[src/rtl/fptb_pkg.sv]
package fptb_pkg;

    // sizes
    localparam int unsigned DEFAULT_SLOTS = 1024;
    localparam int unsigned TOK_W         = 40;
    localparam int unsigned APB_AW        = 3;

    // hash constants
    localparam logic [31:0] HASH_MULT = 32'd2654435761;
    localparam int unsigned HASH_ROT  = 7;
    localparam int unsigned HASH_FOLD = 16;

    // operations
    localparam logic [1:0] OP_CHECK  = 2'd0;
    localparam logic [1:0] OP_INSERT = 2'd1;
    localparam logic [1:0] OP_TICK   = 2'd2;
    localparam logic [1:0] OP_CLEAR  = 2'd3;

    // slot status
    localparam logic [1:0] ST_EMPTY = 2'd0;
    localparam logic [1:0] ST_VALID = 2'd1;
    localparam logic [1:0] ST_TOMB  = 2'd2;

    // policy actions
    localparam logic [1:0] ACT_BLOCK = 2'd0;
    localparam logic [1:0] ACT_HARD  = 2'd1;
    localparam logic [1:0] ACT_SOFT  = 2'd2;

    // register indexes
    localparam logic [0:0] REG_BURST   = 1'd0;
    localparam logic [0:0] REG_ENFORCE = 1'd1;

    localparam logic [7:0] BURST_RESET   = 8'd2;
    localparam logic       ENFORCE_RESET = 1'b1;

    // table write kinds
    localparam logic [2:0] WR_NONE    = 3'd0;
    localparam logic [2:0] WR_CLEAR   = 3'd1;
    localparam logic [2:0] WR_FILL    = 3'd2;
    localparam logic [2:0] WR_UPDATE  = 3'd3;
    localparam logic [2:0] WR_CONSUME = 3'd4;
    localparam logic [2:0] WR_TICK    = 3'd5;

    typedef struct packed {
        logic [1:0]  operation;
        logic [31:0] source_address;
        logic [31:0] destination_address;
        logic [1:0]  policy_action;
        logic [15:0] lifetime_seconds;
        logic [31:0] packet_rate;
    } in_word_t;

    typedef struct packed {
        logic forward;
        logic entry_matched;
        logic insert_ok;
    } out_word_t;

    typedef struct packed {
        logic [1:0]       status;
        logic [31:0]      src;
        logic [31:0]      dst;
        logic [1:0]       act;
        logic [15:0]      life;
        logic [31:0]      rate;
        logic [TOK_W-1:0] tokens;
        logic [TOK_W-1:0] cap;
    } slot_t;

    typedef struct packed {
        logic       load_item;
        logic       hash1;
        logic       hash2;
        logic       zero_idx;
        logic       rd_en;
        logic       step;
        logic       note_tomb;
        logic [2:0] wr_kind;
        logic       res_load;
        out_word_t  res;
        logic       post;
    } cmd_t;

    typedef struct packed {
        logic [1:0] op;
        logic [1:0] st;
        logic       key_match;
        logic [1:0] act;
        logic       tokens_zero;
        logic       n_last;
        logic       idx_last;
        logic       have_tomb;
        logic       enforce;
        logic       out_free;
    } stat_t;

endpackage

[src/rtl/fptb_ctrl.sv]
module fptb_ctrl (
    input  logic            aclk,
    input  logic            aresetn,
    input  logic            s_valid,
    output logic            s_ready,
    input  fptb_pkg::stat_t stat,
    output fptb_pkg::cmd_t  cmd
);
    localparam logic [3:0] S_CLR    = 4'd0;
    localparam logic [3:0] S_IDLE   = 4'd1;
    localparam logic [3:0] S_HASH1  = 4'd2;
    localparam logic [3:0] S_HASH2  = 4'd3;
    localparam logic [3:0] S_PROBE  = 4'd4;
    localparam logic [3:0] S_EVAL   = 4'd5;
    localparam logic [3:0] S_TICKRD = 4'd6;
    localparam logic [3:0] S_TICKEV = 4'd7;
    localparam logic [3:0] S_FIN    = 4'd8;

    logic [3:0] state_reg, state_next;
    logic       clr_resp_reg, clr_resp_next;
    logic       rl_act;

    assign s_ready = state_reg == S_IDLE;
    assign rl_act  = stat.act == fptb_pkg::ACT_HARD || stat.act == fptb_pkg::ACT_SOFT;

    always_comb begin
        state_next    = state_reg;
        clr_resp_next = clr_resp_reg;
        cmd           = '0;
        cmd.wr_kind   = fptb_pkg::WR_NONE;
        cmd.res       = '{forward: 1'b1, entry_matched: 1'b0, insert_ok: 1'b0};
        case (state_reg)
            S_CLR: begin
                cmd.wr_kind = fptb_pkg::WR_CLEAR;
                cmd.step    = 1'b1;
                if (stat.idx_last) begin
                    if (clr_resp_reg) begin
                        cmd.res_load  = 1'b1;
                        clr_resp_next = 1'b0;
                        state_next    = S_FIN;
                    end else begin
                        state_next = S_IDLE;
                    end
                end
            end
            S_IDLE: begin
                if (s_valid) begin
                    cmd.load_item = 1'b1;
                    state_next    = S_HASH1;
                end
            end
            S_HASH1: begin
                cmd.hash1 = 1'b1;
                case (stat.op)
                    fptb_pkg::OP_CHECK, fptb_pkg::OP_INSERT: state_next = S_HASH2;
                    fptb_pkg::OP_TICK: begin
                        cmd.zero_idx = 1'b1;
                        state_next   = S_TICKRD;
                    end
                    default: begin
                        cmd.zero_idx  = 1'b1;
                        clr_resp_next = 1'b1;
                        state_next    = S_CLR;
                    end
                endcase
            end
            S_HASH2: begin
                cmd.hash2  = 1'b1;
                state_next = S_PROBE;
            end
            S_PROBE: begin
                cmd.rd_en  = 1'b1;
                state_next = S_EVAL;
            end
            S_EVAL: begin
                state_next = S_FIN;
                cmd.res_load = 1'b1;
                if (stat.op == fptb_pkg::OP_CHECK) begin
                    if (stat.key_match) begin
                        cmd.res.entry_matched = 1'b1;
                        if (stat.enforce) begin
                            if (stat.act == fptb_pkg::ACT_BLOCK) begin
                                cmd.res.forward = 1'b0;
                            end else if (rl_act) begin
                                if (stat.tokens_zero) cmd.res.forward = 1'b0;
                                else cmd.wr_kind = fptb_pkg::WR_CONSUME;
                            end
                        end
                    end else if (stat.st != fptb_pkg::ST_EMPTY && !stat.n_last) begin
                        cmd.res_load = 1'b0;
                        cmd.step     = 1'b1;
                        state_next   = S_PROBE;
                    end
                end else begin
                    // insert or update
                    if (stat.key_match) begin
                        cmd.wr_kind       = fptb_pkg::WR_UPDATE;
                        cmd.res.insert_ok = 1'b1;
                    end else if (stat.st == fptb_pkg::ST_EMPTY) begin
                        cmd.wr_kind       = fptb_pkg::WR_FILL;
                        cmd.res.insert_ok = 1'b1;
                    end else if (stat.st == fptb_pkg::ST_TOMB) begin
                        if (stat.n_last) begin
                            cmd.wr_kind       = fptb_pkg::WR_FILL;
                            cmd.res.insert_ok = 1'b1;
                        end else begin
                            cmd.note_tomb = !stat.have_tomb;
                            cmd.res_load  = 1'b0;
                            cmd.step      = 1'b1;
                            state_next    = S_PROBE;
                        end
                    end else if (stat.n_last) begin
                        if (stat.have_tomb) begin
                            cmd.wr_kind       = fptb_pkg::WR_FILL;
                            cmd.res.insert_ok = 1'b1;
                        end
                    end else begin
                        cmd.res_load = 1'b0;
                        cmd.step     = 1'b1;
                        state_next   = S_PROBE;
                    end
                end
            end
            S_TICKRD: begin
                cmd.rd_en  = 1'b1;
                state_next = S_TICKEV;
            end
            S_TICKEV: begin
                if (stat.st == fptb_pkg::ST_VALID) cmd.wr_kind = fptb_pkg::WR_TICK;
                if (stat.n_last) begin
                    cmd.res_load = 1'b1;
                    state_next   = S_FIN;
                end else begin
                    cmd.step   = 1'b1;
                    state_next = S_TICKRD;
                end
            end
            S_FIN: begin
                if (stat.out_free) begin
                    cmd.post   = 1'b1;
                    state_next = S_IDLE;
                end
            end
            default: state_next = S_IDLE;
        endcase
    end

    always_ff @(posedge aclk) begin
        if (!aresetn) begin
            state_reg    <= S_CLR;
            clr_resp_reg <= 1'b0;
        end else begin
            state_reg    <= state_next;
            clr_resp_reg <= clr_resp_next;
        end
    end

    // a result word is only posted into a free output register
    a_post_free: assert property (@(posedge aclk) disable iff (!aresetn)
        cmd.post |-> stat.out_free) else $error("result posted over pending word");

    // table writes only from sweep or evaluate states
    a_wr_state: assert property (@(posedge aclk) disable iff (!aresetn)
        cmd.wr_kind != fptb_pkg::WR_NONE |->
            (state_reg == S_CLR || state_reg == S_EVAL || state_reg == S_TICKEV))
        else $error("table write outside sweep or evaluate");

    // evaluate always follows a read
    a_eval_after_rd: assert property (@(posedge aclk) disable iff (!aresetn)
        (state_reg == S_EVAL || state_reg == S_TICKEV) |-> $past(cmd.rd_en))
        else $error("evaluate without read");

    // no input word taken during a clear sweep
    a_no_accept_clr: assert property (@(posedge aclk) disable iff (!aresetn)
        state_reg == S_CLR |-> !s_ready) else $error("accept during clear");

endmodule

[config.mk]
export PLATFORM = sky130hd
export DESIGN_NAME = fptb_ctrl
export DESIGN_NICKNAME = d
export VERILOG_FILES = /design/src/rtl/fptb_pkg.sv /design/src/rtl/fptb_ctrl.sv
export SDC_FILE = /design/constraint.sdc
export NUM_CORES = 1
export LEC_CHECK = 0
export ABC_AREA = 1
export BUFFER_PORTS_ARGS = -buffer_cell sky130_fd_sc_hd__buf_4
export CAP_MARGIN = 20
export CORE_UTILIZATION = 46
export CTS_BUF_LIST = sky130_fd_sc_hd__clkbuf_4 sky130_fd_sc_hd__clkbuf_8
export DETAILED_ROUTE_END_ITERATION = 16
export GPL_TIMING_DRIVEN = 0
export PLACE_DENSITY = 0.87
export SLEW_MARGIN = 20
export SYNTH_ARGS = -nofsm -noshare
export SYNTH_HDL_FRONTEND = slang
export SYNTH_SLANG_ARGS = --single-unit
[constraint.sdc]
create_clock -name aclk -period 1.6 [get_ports aclk]
set_input_delay 0.32 -clock aclk [delete_from_list [all_inputs] [get_ports aclk]]
set_output_delay 0.32 -clock aclk [all_outputs]
set_load 0.03 [all_outputs]
==> out/qor.txt, run 1 <==
Rows: 13
Pin count of the biggest net entering global routing: 11
Top cells by area, synth: nand2_1, dfxtp_1, inv_1
CTS tree: yes
Placed cell areas: 902 um2
R2R Path Start: state_reg[2]$_SDFFE_PN0P_
Routed via count: 865
P_leak: 0.617 nW
Bufs and invs on worst path: 2
TritonCTS Buffers: 3
RSZ-0062 raised after global routing: true
Post-synthesis to final-layout area growth: 68.9%
CP max stage delay: 390 ps
Worst Hold Class: in2reg
Post-synthesis cell count: 116
Design Area, Final: 0.00108 mm2
Period minus WS final: 1670 ps
Core area: 0.00130 mm2
CP arrival: 1350 ps
Die W: 39.3 um
DIE AREA: 0.00154 mm2
Dominant cell type by area after synthesis: nand2_1
Power Density: 1430 mW/mm2
DR vias/cell: 5.00
Slew HR: 82.2%
Clock root buffer: clkbuf_4
Hold Path Stages: 3
Mapped Avg Cell Area: 5.51 um2
IR drop worst, VDD: 1.08 mV
Share of cells above drive strength 1: 46.8%
Cells along the critical path: inv_4 -> nor2_4 -> nand2_4 -> o31ai_2 -> buf_4
# DRC: 0
Critical path's slowest cell: dfxtp_4
Top-count cell post-synth: nand2_1
Synth Register Bits: 5
Status: finished with violations
Initial antenna violation count: 0
Yosys warns: 0
Crit end category: primary output
Hold_buf cts: 0
Slew @ Worst Pin: 266 ps
Synth Net Count: 133
Initial Util: 49.1%
Busiest grt layer: met2
Post-DP HPWL: 1340 um
Placer congestion estimate: 0.902
Routed Wire Length: 1950 um
Remaining Overflow, GRT: 0
# setup viols final: 5
Clock sink total: 5
Sequential element share of the synthesized area: 15.7%
Number of synthesized flops with an enable pin: 0
Final #Nets: 176
Final Max Slew Viols: 0
Final Skew: 2.22 ps
Critical path class: reg2out
H-tree Lvls: 1
Reg2Reg Setup Slack: 350 ps
Asr flop ratio synth: 0%
Top FF cell, synth: dfxtp_1
CTS max path bufs: 2
Fill count: 101
Num ports: 32
M3 GR Usage: 3.98%
GRT Util Overall: 24.7%
Critical path fanouts, max: 6
Library cells used by synthesis: 21
Period utilization: 104%
Max reg flops: 4
Cell Area, Synth: 639 um2
Data required, critical path: 1280 ps
First-pass GRT wire length: 2600 um
Die height: 39.3 um
Cells on worst reg2reg path: 7
DR WL/cell: 11.3 um
Met2 Usage GRT: 50.0%
CP startpoint kind: register
Top delay family on crit path: flip-flops
Final Hold Viols: 0
Synth top area share: 15.9%
Met1 global-route usage: 23.7%
Drt initial violations: 18
Fin util: 83.0%
Max-cap violations: 0
Fmax: 0.598 GHz
Iteration count of the initial detailed-routing pass: 4
Vias in the first global route: 703
Post-route ant nets: 0
Top post-synthesis cells by count: nand2_1, inv_1, nand3_1, nor2_1, dfxtp_1
Failing checks: negative setup slack
Reg2reg end: state_reg[1]$_SDFFE_PN0P_
Clk slew on worst S/H paths: 40 ps
Hold Crit Start: aresetn
N_diodes: 0
Clk_lat worst skew: 240 ps
PortBufs: 31
Worst Hold Path EP: state_reg[3]$_SDFFE_PN0P_
PnR worst setup slack: -71.6 ps
-- layout by cell type (no fill, tap or decap), drive strengths merged --
cell type / count
nand3b: 1
clkbuf: 4
inv: 25
nand3: 17
a31oi: 2
o211ai: 1
o21ai: 2
nor2: 24
nand4: 2
nor4: 1
dfxtp: 5
nor3: 2
nand2: 29
ha: 1
o31ai: 1
buf: 39
a21oi: 2
-- layout make-up --
cell class / instances / area (um2) / area share, %
well taps: 15 / 18.8 / 1.74
multi-input cells: 85 / 489 / 45.3
inverters: 25 / 98.8 / 9.15
flip-flops and latches: 5 / 115 / 10.7
clock buffers: 4 / 30.0 / 2.78
repair buffers: 39 / 328 / 30.4
-- timing repair --
item,4_1_cts,5_1_grt
endpoints found under the hold margin,0,0
gates resized for setup,19,11
pin swaps,3,6
endpoints found under the setup margin,12,11
buffers inserted,5,3
-- power breakdown --
part	switching (mW)	internal, mW	leakage [nW]
logic	0.653	0.481	0.555
registers	0.0763	0.179	0.0438
clock network	0.0479	0.111	0.0184
total	0.777	0.771	0.617
-- worst reg2reg max path, cell delays in order, from the launching register on --
cell and delay (ps):
dfxtp_4 370, nor2_4 260, buf_4 170, nand3b_2 120, nand2_1 100, nor2_1 40, nand2_1 70, nor2_2 30
-- worst max-delay path by stage --
| stage | startpoint | to | slack, ps | cells after the start |
|---|---|---|---|---|
| 2_1_floorplan | state_reg[2]$_SDFFE_PN0P_ | cmd[8] | -70 | 4 |
| 6_report | state_reg[0]$_SDFFE_PN0P_ | cmd[7] | -70 | 5 |
| 5_1_grt | state_reg[0]$_SDFFE_PN0P_ | cmd[7] | -100 | 5 |
| 4_1_cts | stat[6] | cmd[7] | -20 | 7 |
| 3_3_place_gp | stat[6] | cmd[7] | 50 | 7 |
| 3_5_place_dp | state_reg[2]$_SDFFE_PN0P_ | cmd[7] | 0.4 | 5 |
-- kinds of logic (layout without fill, tap and decap cells) --
group | count (synthesis) | in the layout | share of synthesized area [%]
fa+ha+maj | 1 | 1 | 1.96
simple gates | 76 | 76 | 58.3
compound gates | 8 | 8 | 8.22
buf+inv | 26 | 68 | 15.9
flops | 5 | 5 | 15.7
-- layer usage --
layer / part of all wire [%] / wire length [um] / up-vias
li1: - / - / 447
met1: 40 / 774 / 394
met2: 56 / 1100 / 24
met3: 4.3 / 84 / 0
met4: 0 / 0 / 0
met5: 0 / 0 / -
-- through the flow --
step	hold slack (ps)	power [mW]	setup TNS [ps]	setup slack, ps	std cells
finish	294	1.55	-106	-71.6	173
detailed placement	463	1.11	0	0.425	162
global placement	466	1.09	0	48.6	162
floorplan	418	0.859	-222	-66.5	116
CTS	284	1.42	-22.7	-22.7	171
global route	312	1.65	-678	-100	173
(Power assumes the default switching activity.)
==> run 2, diff against run 1 <==
Settings changed: BUFFER_PORTS_ARGS -buffer_cell sky130_fd_sc_hd__buf_4 to -buffer_cell sky130_fd_sc_hd__buf_2.
==> out/qor.txt, run 2 (same netlist as run 1, synthesis figures left out) <==
Rows: 13 (unchanged)
CTS tree: yes (unchanged)
Post-DP HPWL: 1300 um (was 1340 um)
Clk slew on worst S/H paths: 40 ps (about the same)
Post-synthesis to final-layout area growth: 70.8% (was 68.9%)
Max reg flops: 4 (unchanged)
P_leak: 0.634 nW (was 0.617 nW)
PortBufs: 31 (unchanged)
Busiest grt layer: met2 (unchanged)
Remaining Overflow, GRT: 0 (unchanged)
Critical path's slowest cell: dfxtp_4 (unchanged)
Period utilization: 110% (was 104%)
Die height: 39.3 um (unchanged)
Pin count of the biggest net entering global routing: 11 (unchanged)
Power Density: 1420 mW/mm2 (was 1430 mW/mm2)
Routed via count: 952 (was 865)
Num ports: 32 (unchanged)
Die W: 39.3 um (unchanged)
Most frequent CP cell: buf_4
Hold_buf cts: 0 (unchanged)
Fmax: 0.569 GHz (was 0.598 GHz)
Critical path class: reg2out (unchanged)
TritonCTS Buffers: 3 (unchanged)
Final Skew: 0.897 ps (was 2.22 ps)
Initial antenna violation count: 0 (unchanged)
Data required, critical path: 1280 ps (about the same)
H-tree Lvls: 1 (unchanged)
IR drop worst, VDD: 0.856 mV (was 1.08 mV)
DIE AREA: 0.00154 mm2 (unchanged)
Placer congestion estimate: 0.905 (was 0.902)
CP arrival: 1440 ps (was 1350 ps)
RSZ-0062 raised after global routing: true (unchanged)
First-pass GRT wire length: 2620 um (was 2600 um)
DR WL/cell: 13.9 um (was 11.3 um)
Most frequent cells in the layout: nand2_1, inv_1, buf_2, buf_4, nor2_1 (was buf_4, nand2_1, inv_1)
Clock sink total: 5 (unchanged)
Failing checks: negative setup slack (unchanged)
Cells along the critical path: inv_4 -> nand2_4 -> nor2_4 -> buf_4 -> buf_4 -> nand2_1 -> nand3_2 -> buf_6 (was inv_4 -> nor2_4 -> nand2_4 -> o31ai_2 -> buf_4)
Worst Hold Class: in2reg (unchanged)
Top delay family on crit path: buffers and inverters (was flip-flops)
Met2 Usage GRT: 45.4% (was 50.0%)
Placed cell areas: 825 um2 (was 902 um2)
Final #Nets: 179 (was 176)
M3 GR Usage: 6.25% (was 3.98%)
Final Hold Viols: 0 (unchanged)
Design Area, Final: 0.00109 mm2 (was 0.00108 mm2)
Crit end category: primary output (unchanged)
Drt initial violations: 40 (was 18)
Slew @ Worst Pin: 271 ps (was 266 ps)
Clk_lat worst skew: 230 ps (was 240 ps)
Vias in the first global route: 671 (was 703)
Share of cells above drive strength 1: 49.1% (was 46.8%)
Period minus WS final: 1760 ps (was 1670 ps)
Final Max Slew Viols: 0 (unchanged)
Routed Wire Length: 2440 um (was 1950 um)
Initial Util: 49.1% (unchanged)
Core area: 0.00130 mm2 (unchanged)
Fill count: 82 (was 101)
Clock root buffer: clkbuf_4 (unchanged)
Setup TNS: -993 ps (was -106 ps)
Most common cell after layout, fill and taps aside: nand2_1 (was buf_4)
N_diodes: 0 (unchanged)
CP max stage delay: 370 ps (was 390 ps)
Iteration count of the initial detailed-routing pass: 4 (unchanged)
Post-route ant nets: 0 (unchanged)
PnR worst setup slack: -156 ps (was -71.6 ps)
DR vias/cell: 5.41 (was 5.00)
Max-cap violations: 0 (unchanged)
# DRC: 0 (unchanged)
# setup viols final: 12 (was 5)
CP startpoint kind: register (unchanged)
Bufs and invs on worst path: 4 (was 2)
Critical path fanouts, max: 5 (was 6)
GRT Util Overall: 25.7% (was 24.7%)
Met1 global-route usage: 25.4% (was 23.7%)
Status: finished with violations (unchanged)
Slew HR: 81.9% (was 82.2%)
CTS max path bufs: 2 (unchanged)
[run 2: repair_timing]
action,4_1_cts,5_1_grt
resized for setup,24,33
pin swaps,4,6
buffers inserted,4,7
endpoints found under the setup margin,13,15
[run 2: power by group]
group          internal, mW  switching, mW
Sequential            0.180         0.0951
Clock                 0.111         0.0458
Combinational         0.444          0.679
[run 2: tightest hold or removal path, cell delays in order]
cell and delay [ps]:
buf_2 110, nand2_1 50, inv_1 40
[run 2: worst paths after layout]
check / cells past startpoint / startpoint / slack (ps) / end
worst max register to register: 9 / state_reg[3]$_SDFFE_PN0P_ / 310 / state_reg[3]$_SDFFE_PN0P_
worst min register to register: 2 / clr_resp_reg$_SDFFE_PN0P_ / 480 / clr_resp_reg$_SDFFE_PN0P_
worst max-delay path: 8 / state_reg[3]$_SDFFE_PN0P_ / -160 / cmd[4]
worst min-delay path: 3 / aresetn / 320 / state_reg[3]$_SDFFE_PN0P_
[run 2: final cells by class]
| cell class | instances | area, um2 | share of cell area (%) |
|---|---|---|---|
| Timing Repair Buffer | 42 | 299 | 27.4 |
| Sequential cell | 5 | 115 | 10.5 |
| Inverter | 25 | 101 | 9.28 |
| Clock buffer | 4 | 30.0 | 2.75 |
| Multi-Input combinational cell | 85 | 528 | 48.3 |
| Tap cell | 15 | 18.8 | 1.72 |
[run 2: through the flow]
step,worst slack (ps),total power [mW],utilization [%],cells,hold WS [ps]
after CTS,-51.9,1.35,72.8,170,302
final,-156,1.55,83.9,176,315
after floorplan,-66.5,0.859,-,116,418
after global routing,-213,1.66,83.9,176,346
after detailed placement,-15.6,1.05,63.4,162,475
after global placement,30.4,1.03,63.4,162,464
[run 2: routing by layer]
layer,vias up,routed length (um)
li1,456,-
met1,405,803
met2,73,1260
met3,18,198
met4,0,177
met5,-,0
